**src/design/crrt_pkg.sv**
```systemverilog
`timescale 1ns / 1ps

package crrt_pkg;

   // Field widths of the request, result and table entry
   localparam int ADDR_BITS = 48;
   localparam int SIZE_BITS = 32;
   localparam int REF_BITS  = 16;
   localparam int PROT_BITS = 4;

   // Default table depth
   localparam int ENTRIES = 64;

   // Bump pointer value after reset, page rounding mask
   localparam logic [ADDR_BITS-1:0] HEAP_BASE_RESET = ADDR_BITS'(32'h1000_0000);
   localparam logic [SIZE_BITS:0]   PAGE_MASK       = (SIZE_BITS+1)'(12'hFFF);

   typedef logic [ADDR_BITS-1:0] addr_type;
   typedef logic [SIZE_BITS-1:0] size_type;
   typedef logic [REF_BITS-1:0]  ref_type;
   typedef logic [PROT_BITS-1:0] prot_type;

   typedef enum logic [1:0] {
      CMD_ALLOC    = 2'd0,
      CMD_SHARE    = 2'd1,
      CMD_WRITABLE = 2'd2,
      CMD_QUERY    = 2'd3
   } cmd_type;

   typedef enum logic [2:0] {
      ST_OK        = 3'd0,
      ST_NOT_FOUND = 3'd1,
      ST_PRIVATE   = 3'd2,
      ST_COPIED    = 3'd3,
      ST_IN_PLACE  = 3'd4,
      ST_FULL      = 3'd5
   } status_type;

   typedef struct packed {
      cmd_type  cmd;
      addr_type vaddr;
      size_type size;
      prot_type prot;
   } req_type;

   typedef struct packed {
      addr_type   addr;
      ref_type    refcount;
      status_type status;
   } rsp_type;

   typedef struct packed {
      addr_type base;
      size_type size;
      prot_type prot;
      ref_type  refs;
   } entry_type;

endpackage

```
**src/design/crrt_cmp.sv**
```systemverilog
`timescale 1ns / 1ps

module crrt_cmp (
   input  crrt_pkg::cmd_type   cmd,
   input  crrt_pkg::addr_type  vaddr,
   input  crrt_pkg::entry_type entry,
   output logic                hit
);

   crrt_pkg::addr_type offset;
   logic               exact;
   logic               contains;

   // Exact base match, or address inside [base, base + size)
   always_comb begin
      offset   = vaddr - entry.base;
      exact    = (vaddr == entry.base);
      contains = (vaddr >= entry.base) && (offset < crrt_pkg::addr_type'(entry.size));
      hit      = (cmd == crrt_pkg::CMD_WRITABLE) ? contains : exact;
   end

endmodule

```
**config.mk**
```make
export PLATFORM = sky130hd
export DESIGN_NAME = crrt_cmp
export DESIGN_NICKNAME = d
export VERILOG_FILES = /design/src/design/crrt_pkg.sv /design/src/design/crrt_cmp.sv
export SDC_FILE = /design/constraint.sdc
export NUM_CORES = 1
export LEC_CHECK = 0
export BUFFER_PORTS_ARGS = -buffer_cell sky130_fd_sc_hd__buf_2
export CAP_MARGIN = 20
export CORE_MARGIN = 3
export CORE_UTILIZATION = 30
export DETAILED_ROUTE_END_ITERATION = 10
export GPL_TIMING_DRIVEN = 0
export PLACE_DENSITY_LB_ADDON = 0.05
export SYNTH_ARGS = -nofsm -noshare
export SYNTH_HDL_FRONTEND = slang
export SYNTH_SLANG_ARGS = --single-unit
```
**constraint.sdc**
```tcl
create_clock -name vclk -period 7.46
set_input_delay 0.373 -clock vclk [all_inputs]
set_output_delay 0.373 -clock vclk [all_outputs]
set_load 0.01 [all_outputs]
```
==> impl_metrics.json, run 1 <==
{
  "status": "finished, final reports clean",
  "slew-limit-headroom_pct": 53.8,
  "ctsHoldBuffers": 0,
  "final.period_utilization_pct": 72.7,
  "die-area_mm2": 0.0144,
  "grt_antenna_before_repair": 0,
  "seq_cells": 0,
  "netlist-cell-type-count": 53,
  "cp-start-kind": "input pin",
  "final_area_mm2": 0.00476,
  "fin_ws_ns": 2.04,
  "overflow": 0,
  "avgRoutedWirePerCell_um": 13.7,
  "crit_required_ns": 7.09,
  "start_util_pct": 31.5,
  "grtUsageTotal_pct": 16.8,
  "cp-endpoint": "hit",
  "synth_cells": 610,
  "ios": 151,
  "arrival_ns": 5.05,
  "pre_cts_slack_ns": 2.09,
  "ant_nets": 0,
  "num_vias": 4574,
  "cts_resized": 0,
  "final_nets": 973,
  "endpoint_kind": "output port",
  "viasPerCell": 5.03,
  "hold_path.class": "input pin to output port",
  "io_buffers": 131,
  "synth_area_mm2": 0.00389,
  "hpwl_um": 11200,
  "syn_area_per_cell_um2": 6.38,
  "irDropWorstVdd_v": 0.0000279,
  "grt_pass1_vias": 4394,
  "synthesis.nets": 840,
  "place_area_mm2": 0.00476,
  "yosysWarnings": 0,
  "area_growth_pct": 22.3,
  "critPathLaunch": "vaddr[0]",
  "grt_pass1_wl_um": 20700,
  "dr.pass1.iters": 5,
  "fin_crit_ns": 5.42,
  "p_leak_nw": 2.52,
  "nClkBuffers": 0,
  "gp_congestion": 0.879,
  "diodes": 0,
  "worstSetupPathType": "input pin to output port",
  "fmax_mhz": 184,
  "setup_viol": 0,
  "yosysSeqAreaShare_pct": 0,
  "fin_setup_tns_ns": 0,
  "die_w_um": 120,
  "drv_slew": 0,
  "nFillCells": 1404,
  "rsz0062_at_grt": "no",
  "rows": 40,
  "worst_pin_slew_ns": 0.686,
  "drive_above_1_share_pct": 19.8,
  "p_per_area_mw_per_mm2": 85.8,
  "power.total_mw": 0.408,
  "hold_viol_final": 0,
  "core_mm2": 0.0124,
  "path_max_fanout": 3,
  "grt_max_degree": 11,
  "drc": 0,
  "ff_latch_area_um2": 0,
  "maxCapViolCount": 0,
  "drtIter0Drc": 266,
  "wl_um": 12400,
  "die-height_um": 120,
  "post_cts_buffers": 0
}
-- power by group --
| part | switching, mW | internal, mW | leakage (nW) | total, mW |
|---|---|---|---|---|
| registers | 0 | 0 | 0 | 0 |
| clock network | 0 | 0 | 0 | 0 |
| logic | 0.232 | 0.176 | 2.52 | 0.408 |
-- cell families after synthesis --
logic type | Yosys count | synth area share [%]
simple gates | 181 | 22.8
mux | 3 | 0.804
fa+ha+maj | 80 | 25.9
compound gates | 191 | 29.2
xor+xnor | 39 | 8.78
buf+inv | 116 | 12.5
-- synthesized netlist by cell type (all sizes together) (2+ instances only) --
| master | number | share of area, % |
|---|---|---|
| or4 | 3 | 0.58 |
| o21ai | 44 | 5.7 |
| o21bai | 5 | 0.96 |
| nand2b | 8 | 1.3 |
| nand2 | 53 | 5.2 |
| nand3 | 12 | 1.5 |
| clkbuf | 11 | 1.1 |
| inv | 96 | 9.3 |
| a31oi | 4 | 0.64 |
| nand4 | 20 | 3.2 |
| a22oi | 2 | 0.39 |
| xor2 | 14 | 3.2 |
| a211oi | 4 | 0.77 |
| o31ai | 5 | 0.96 |
| and2 | 4 | 0.68 |
| mux2i | 2 | 0.51 |
| a41o | 4 | 1.0 |
| nor3 | 11 | 1.5 |
| a21oi | 83 | 11 |
| nor2 | 51 | 5.0 |
| a21o | 11 | 2.1 |
| ha | 79 | 25 |
| o21a | 5 | 0.96 |
| buf | 9 | 2.2 |
| a21boi | 6 | 1.2 |
| o211ai | 7 | 1.4 |
| nor4b | 2 | 0.45 |
| xnor2 | 25 | 5.6 |
| nor3b | 2 | 0.39 |
| nor2b | 6 | 0.96 |
| o41ai | 2 | 0.45 |
| nor4 | 7 | 1.5 |
-- worst max-delay path: stages --
cell	delay [ns]
buf_2	0.08
inv_1	0.03
ha_1	0.20
fa_1	0.44
o221ai_1	0.43
nand3_1	0.13
and2_1	0.21
o221a_2	0.30
o31ai_1	0.38
xor2_1	0.15
ha_1	0.20
a21oi_1	0.15
nor2_1	0.06
a211oi_1	0.22
o31ai_1	0.11
or4_1	0.46
nor4_4	0.29
nand4_1	0.15
nor4_1	0.34
a41o_1	0.22
buf_2	0.13
-- placed cells by master, fill, tap and decap left out, types with 7 or more instances in the layout --
master    count
nand3_1      12
nor3_1       10
nand2b_1      8
nand4_1      20
o21ai_1      19
inv_1        96
clkbuf_1     11
o211ai_1      7
buf_2       131
ha_1         79
a21oi_1      83
xor2_1       14
xnor2_1      25
nand2_1      51
o21ai_0      25
a21o_1       11
nor2_1       50
-- layout make-up --
type	instances	area, µm²	share of cell area [%]
Multi-Input combinational cell	494	3400	71.5
Timing Repair Buffer	131	656	13.8
Inverter	96	360	7.57
Buffer	20	128	2.68
Tap cell	168	210	4.42
-- worst min path at each step --
stage	startpoint	endpoint	slack, ns	cells after the start
after floorplan	cmd[1]	hit	1.00	2
after global placement	cmd[1]	hit	1.27	4
after detailed placement	cmd[1]	hit	1.27	4
after CTS	cmd[1]	hit	1.27	4
after global routing	cmd[1]	hit	1.27	4
final	cmd[1]	hit	1.27	4
-- per-layer routing --
metal  track usage [%]  up-vias  wire length (µm)
met4             0.429        0                32
met5                 0        -                 0
met3             0.895        2               757
li1                  -     2414                 -
met1              26.3     2031              6500
met2              26.7      127              5130
-- per-stage QoR --
stage	cells	utilization, %	hold slack (ns)
floorplan	610	-	1.00
global placement	909	38.5	1.27
detailed placement	909	38.5	1.27
CTS	909	38.5	1.27
global route	909	38.5	1.27
finish	909	38.5	1.27
Power figures use the tool's default switching activity.
==> run 2, diff against run 1 <==
- clock period: 7.46 -> 4.5 ns (I/O delays scaled with it)
==> impl_metrics.json, run 2 (same netlist as run 1, synthesis figures left out) <==
{
  "fin_crit_ns": 4.41,
  "overflow": 0,
  "fin_ws_ns": 0.0854,
  "io_buffers": 131,
  "crit_required_ns": 4.28,
  "hpwl_um": 11200,
  "power.total_mw": 0.780,
  "die_w_um": 120,
  "fin_setup_tns_ns": 0,
  "cpLargestDelayFamily": "simple AND/OR/NAND/NOR gates",
  "worst_pin_slew_ns": 0.552,
  "ctsHoldBuffers": 0,
  "final.period_utilization_pct": 98.1,
  "viasPerCell": 5.02,
  "seq_cells": 0,
  "ff_latch_area_um2": 0,
  "hold_path.class": "input pin to output port",
  "dr.pass1.iters": 4,
  "ios": 151,
  "fmax_mhz": 227,
  "die-height_um": 120,
  "drtIter0Drc": 235,
  "final_nets": 998,
  "grt_pass1_vias": 4571,
  "setup_viol": 0,
  "hold_viol_final": 0,
  "final_cell_mix": "buf_2 (129), inv_1 (93), a21oi_1 (62)",
  "crit_chain": "buf_6 -> inv_4 -> ha_4 -> fa_2 -> o221ai_4 -> nand3_1 -> and2_4 -> o221a_4 -> o31ai_4 -> xor2_1 -> ha_2 -> a21oi_2 -> nor2_1 -> a211oi_2 -> o31ai_2 -> or4_4 -> nor4_4 -> nand4_1 -> nor4_2 -> a41o_1 -> buf_2",
  "maxCapViolCount": 0,
  "drive_above_1_share_pct": 31.9,
  "final_common_cell": "buf_2",
  "p_per_area_mw_per_mm2": 145,
  "ant_nets": 0,
  "rows": 40,
  "diodes": 0,
  "irDropWorstVdd_v": 0.0000555,
  "die-area_mm2": 0.0144,
  "grt_antenna_before_repair": 0,
  "drc": 0,
  "cp-endpoint": "hit",
  "start_util_pct": 31.5,
  "slew-limit-headroom_pct": 63.0,
  "p_leak_nw": 2.66,
  "arrival_ns": 4.19,
  "avgRoutedWirePerCell_um": 13.9,
  "wl_um": 13000,
  "grt_max_degree": 11,
  "holdPathStages": 4,
  "status": "finished, final reports clean",
  "num_vias": 4693,
  "nClkBuffers": 0,
  "grt_pass1_wl_um": 21500,
  "path_max_fanout": 3,
  "area_growth_pct": 38.3,
  "pre_cts_slack_ns": -0.569,
  "crit_slowest_cell": "or4_4",
  "cp-start-kind": "input pin",
  "layoutNonFillerInstCount": 934,
  "cp_num_buf_inv": 3,
  "grtUsageTotal_pct": 17.5,
  "worstSetupPathType": "input pin to output port",
  "path_depth": 21,
  "dp_cells": 909,
  "drv_slew": 0,
  "critPathLaunch": "vaddr[0]",
  "endpoint_kind": "output port",
  "core_mm2": 0.0124,
  "rsz0062_at_grt": "yes",
  "max_stage_delay_ns": 0.43,
  "gp_congestion": 0.879
}
[run 2: cell types whose count changed in the layout (fill, tap and decap cells not counted), sizes merged]
cell	delta
buf	+28
clkbuf	-3
[run 2: worst min-delay path by stage]
| stage | slack, ns | from | endpoint |
|---|---|---|---|
| after floorplan | 0.71 | cmd[1] | hit |
| after global placement | 0.97 | cmd[1] | hit |
| after detailed placement | 0.97 | cmd[1] | hit |
| after CTS | 0.97 | cmd[1] | hit |
| after global routing | 0.98 | cmd[1] | hit |
| final | 0.97 | cmd[1] | hit |
[run 2: area by class of cell]
type / instances / area [µm²]
Buffer: 17 / 116
Fill cell: 1358 / 6980
Inverter: 96 / 363
Multi-Input combinational cell: 494 / 3810
Tap cell: 168 / 210
Timing Repair Buffer: 159 / 878
[run 2: routing by layer]
metal | global-route usage, % | wire length, µm | vias to the layer above
met5 | 0 | 0 | -
met4 | 0.143 | 7 | 0
met3 | 1.04 | 666 | 2
met2 | 28.6 | 5560 | 114
met1 | 26.7 | 6760 | 2116
li1 | - | - | 2461
[run 2: report_power, final]
part / switching (mW) / leakage [nW] / internal (mW) / total (mW)
clock: 0 / 0 / 0 / 0
combinational: 0.428 / 2.66 / 0.352 / 0.780
sequential: 0 / 0 / 0 / 0
[run 2: timing repair]
action / CTS / global route
setup buffers: 21 / 7
setup endpoints to repair: 1 / 1
resized for setup: 42 / 51
pin swaps: 18 / 41
[run 2: through the flow]
step | hold WS [ns] | cell area, µm² | util [%]
floorplan | 0.709 | 3890 | -
global placement | 0.973 | 4760 | 38.5
detailed placement | 0.969 | 4760 | 38.5
CTS | 0.970 | 5110 | 41.3
global route | 0.978 | 5380 | 43.5
finish | 0.968 | 5380 | 43.5
==> run 3, diff against run 2 <==
- ABC_AREA: not set -> 1
- BUFFER_PORTS_ARGS: -buffer_cell sky130_fd_sc_hd__buf_2 -> not set
- DONT_BUFFER_PORTS: not set -> 1
==> impl_metrics.json, run 3 <==
{
  "irDropWorstVdd_v": 0.0000485,
  "layoutNonFillerInstCount": 1206,
  "slew-limit-headroom_pct": 55.6,
  "die-height_um": 135,
  "final_cell_mix": "nand2_1 (336), inv_1 (247), nor2_1 (86)",
  "rsz0062_at_grt": "no",
  "ff_latch_area_um2": 0,
  "grt_pass1_vias": 5310,
  "place_area_mm2": 0.00530,
  "grt_pass1_wl_um": 27100,
  "path_max_fanout": 3,
  "grt_max_degree": 7,
  "power_frac_comb_pct": 100.0,
  "yosysWarnings": 0,
  "yosysMostFrequentCell": "nand2_1",
  "endpoint_kind": "output port",
  "nFillCells": 1996,
  "arrival_ns": 3.83,
  "synth_area_leaders": "nand2_1 (25%), ha_1 (20%), inv_1 (18%), nor2_1 (6.4%), a21oi_1 (5.6%)",
  "final_nets": 1222,
  "overflow": 0,
  "core_mm2": 0.0162,
  "ant_nets": 0,
  "nClkBuffers": 0,
  "gp_congestion": 0.917,
  "die-area_mm2": 0.0184,
  "cp-start-kind": "input pin",
  "hold_path.class": "input pin to output port",
  "io_buffers": 0,
  "grt_antenna_before_repair": 0,
  "worstSetupPathType": "input pin to output port",
  "die_w_um": 135,
  "netlist-cell-type-count": 34,
  "seq_cells": 0,
  "p_clk_share_pct": 0,
  "final_common_cell": "nand2_1",
  "fin_crit_ns": 4.05,
  "synth_common_cells": "nand2_1 (336), inv_1 (247), nor2_1 (86)",
  "final_area_mm2": 0.00530,
  "dr.pass1.iters": 5,
  "hpwl_um": 15800,
  "diodes": 0,
  "cts_resized": 0,
  "synth_area_leader_cell": "nand2_1",
  "maxCapViolCount": 0,
  "status": "finished, final reports clean",
  "ctsHoldBuffers": 0,
  "synth.top_cell.area_share_pct": 25.1,
  "num_vias": 5405,
  "avgRoutedWirePerCell_um": 14.0,
  "multiInputGateArea_mm2": 0.00408,
  "p_leak_nw": 3.33,
  "wl_um": 16900,
  "area_growth_pct": 5.37,
  "start_util_pct": 31.1,
  "setup_viol": 0,
  "power.switching_mw": 0.471,
  "grtUsageTotal_pct": 18.3,
  "fin_setup_tns_ns": 0,
  "drc": 0,
  "final.period_utilization_pct": 90.1,
  "drtIter0Drc": 251,
  "dp_cells": 1206,
  "p_per_area_mw_per_mm2": 137,
  "viasPerCell": 4.48,
  "drv_slew": 0,
  "synth_cells": 990,
  "synth_area_mm2": 0.00503,
  "synthesis.nets": 1220,
  "fmax_mhz": 247,
  "crit_required_ns": 4.28,
  "seqPwrFrac_pct": 0,
  "cellInternalPower_mw": 0.255,
  "post_cts_buffers": 0,
  "ios": 151,
  "drive_above_1_share_pct": 5.35,
  "worst_pin_slew_ns": 0.659,
  "holdWs_ns": 0.704,
  "rows": 46,
  "p_sw_share_pct": 64.9,
  "syn_area_per_cell_um2": 5.08,
  "yosysSeqAreaShare_pct": 0,
  "hold_viol_final": 0
}
-- run 3: path summary, 6_finish.rpt --
path	start	endpoint	slack (ns)	depth (start not counted)
min	cmd[0]	hit	0.70	2
max	vaddr[0]	hit	0.45	19
-- run 3: logic make-up (layout without fill, tap and decap cells) --
logic type / count (synthesis) / count (layout) / share of synthesized area [%]
and+or+nand+nor: 535 / 535 / 45.5
adders and majority gates: 80 / 80 / 20.0
xor gates and xnor gates: 30 / 30 / 5.22
buffers and inverters: 254 / 254 / 19.0
AOI/OAI and AO/OA: 91 / 91 / 10.2
-- run 3: worst max-delay path: stages --
cell and delay, ns:
inv_1 0.02, ha_1 0.24, fa_1 0.44, nand3b_1 0.22, nor2_1 0.15, nor2_1 0.12
o21ai_4 0.22, a31oi_1 0.25, xnor2_1 0.21, ha_1 0.29, nand2_1 0.08, nor4_1 0.61
a21oi_1 0.23, nand3_1 0.13, nor2_1 0.07, nand3_1 0.06, nor2_1 0.04, nand3_1 0.11
a21oi_2 0.10
-- run 3: layer usage --
metal / global-route usage [%] / vias to the layer above / routed length, µm
met5: 0 / - / 0
met4: 1.29 / 0 / 197
met3: 1.15 / 10 / 433
met2: 31.2 / 94 / 7520
met1: 26.6 / 2301 / 8770
li1: - / 3000 / -
-- run 3: cell type report --
class                           count  share of cell area [%]
Multi-Input combinational cell    736                    76.9
Tap cell                          216                    5.10
Inverter                          254                    18.0
-- run 3: per-stage QoR --
stage	utilization [%]	worst slack (ns)	power (mW)
after floorplan	-	1.41	0.545
after global placement	32.8	0.482	0.738
after detailed placement	32.8	0.446	0.733
after CTS	32.8	0.432	0.737
after global routing	32.8	0.166	0.849
final	32.8	0.446	0.725
-- run 3: power by group through the flow --
| stage | Combinational [mW] | Sequential [mW] | Clock, mW |
|---|---|---|---|
| after floorplan | 0.545 | 0 | 0 |
| after global placement | 0.738 | 0 | 0 |
| after detailed placement | 0.733 | 0 | 0 |
| after CTS | 0.737 | 0 | 0 |
| after global routing | 0.849 | 0 | 0 |
| final | 0.725 | 0 | 0 |
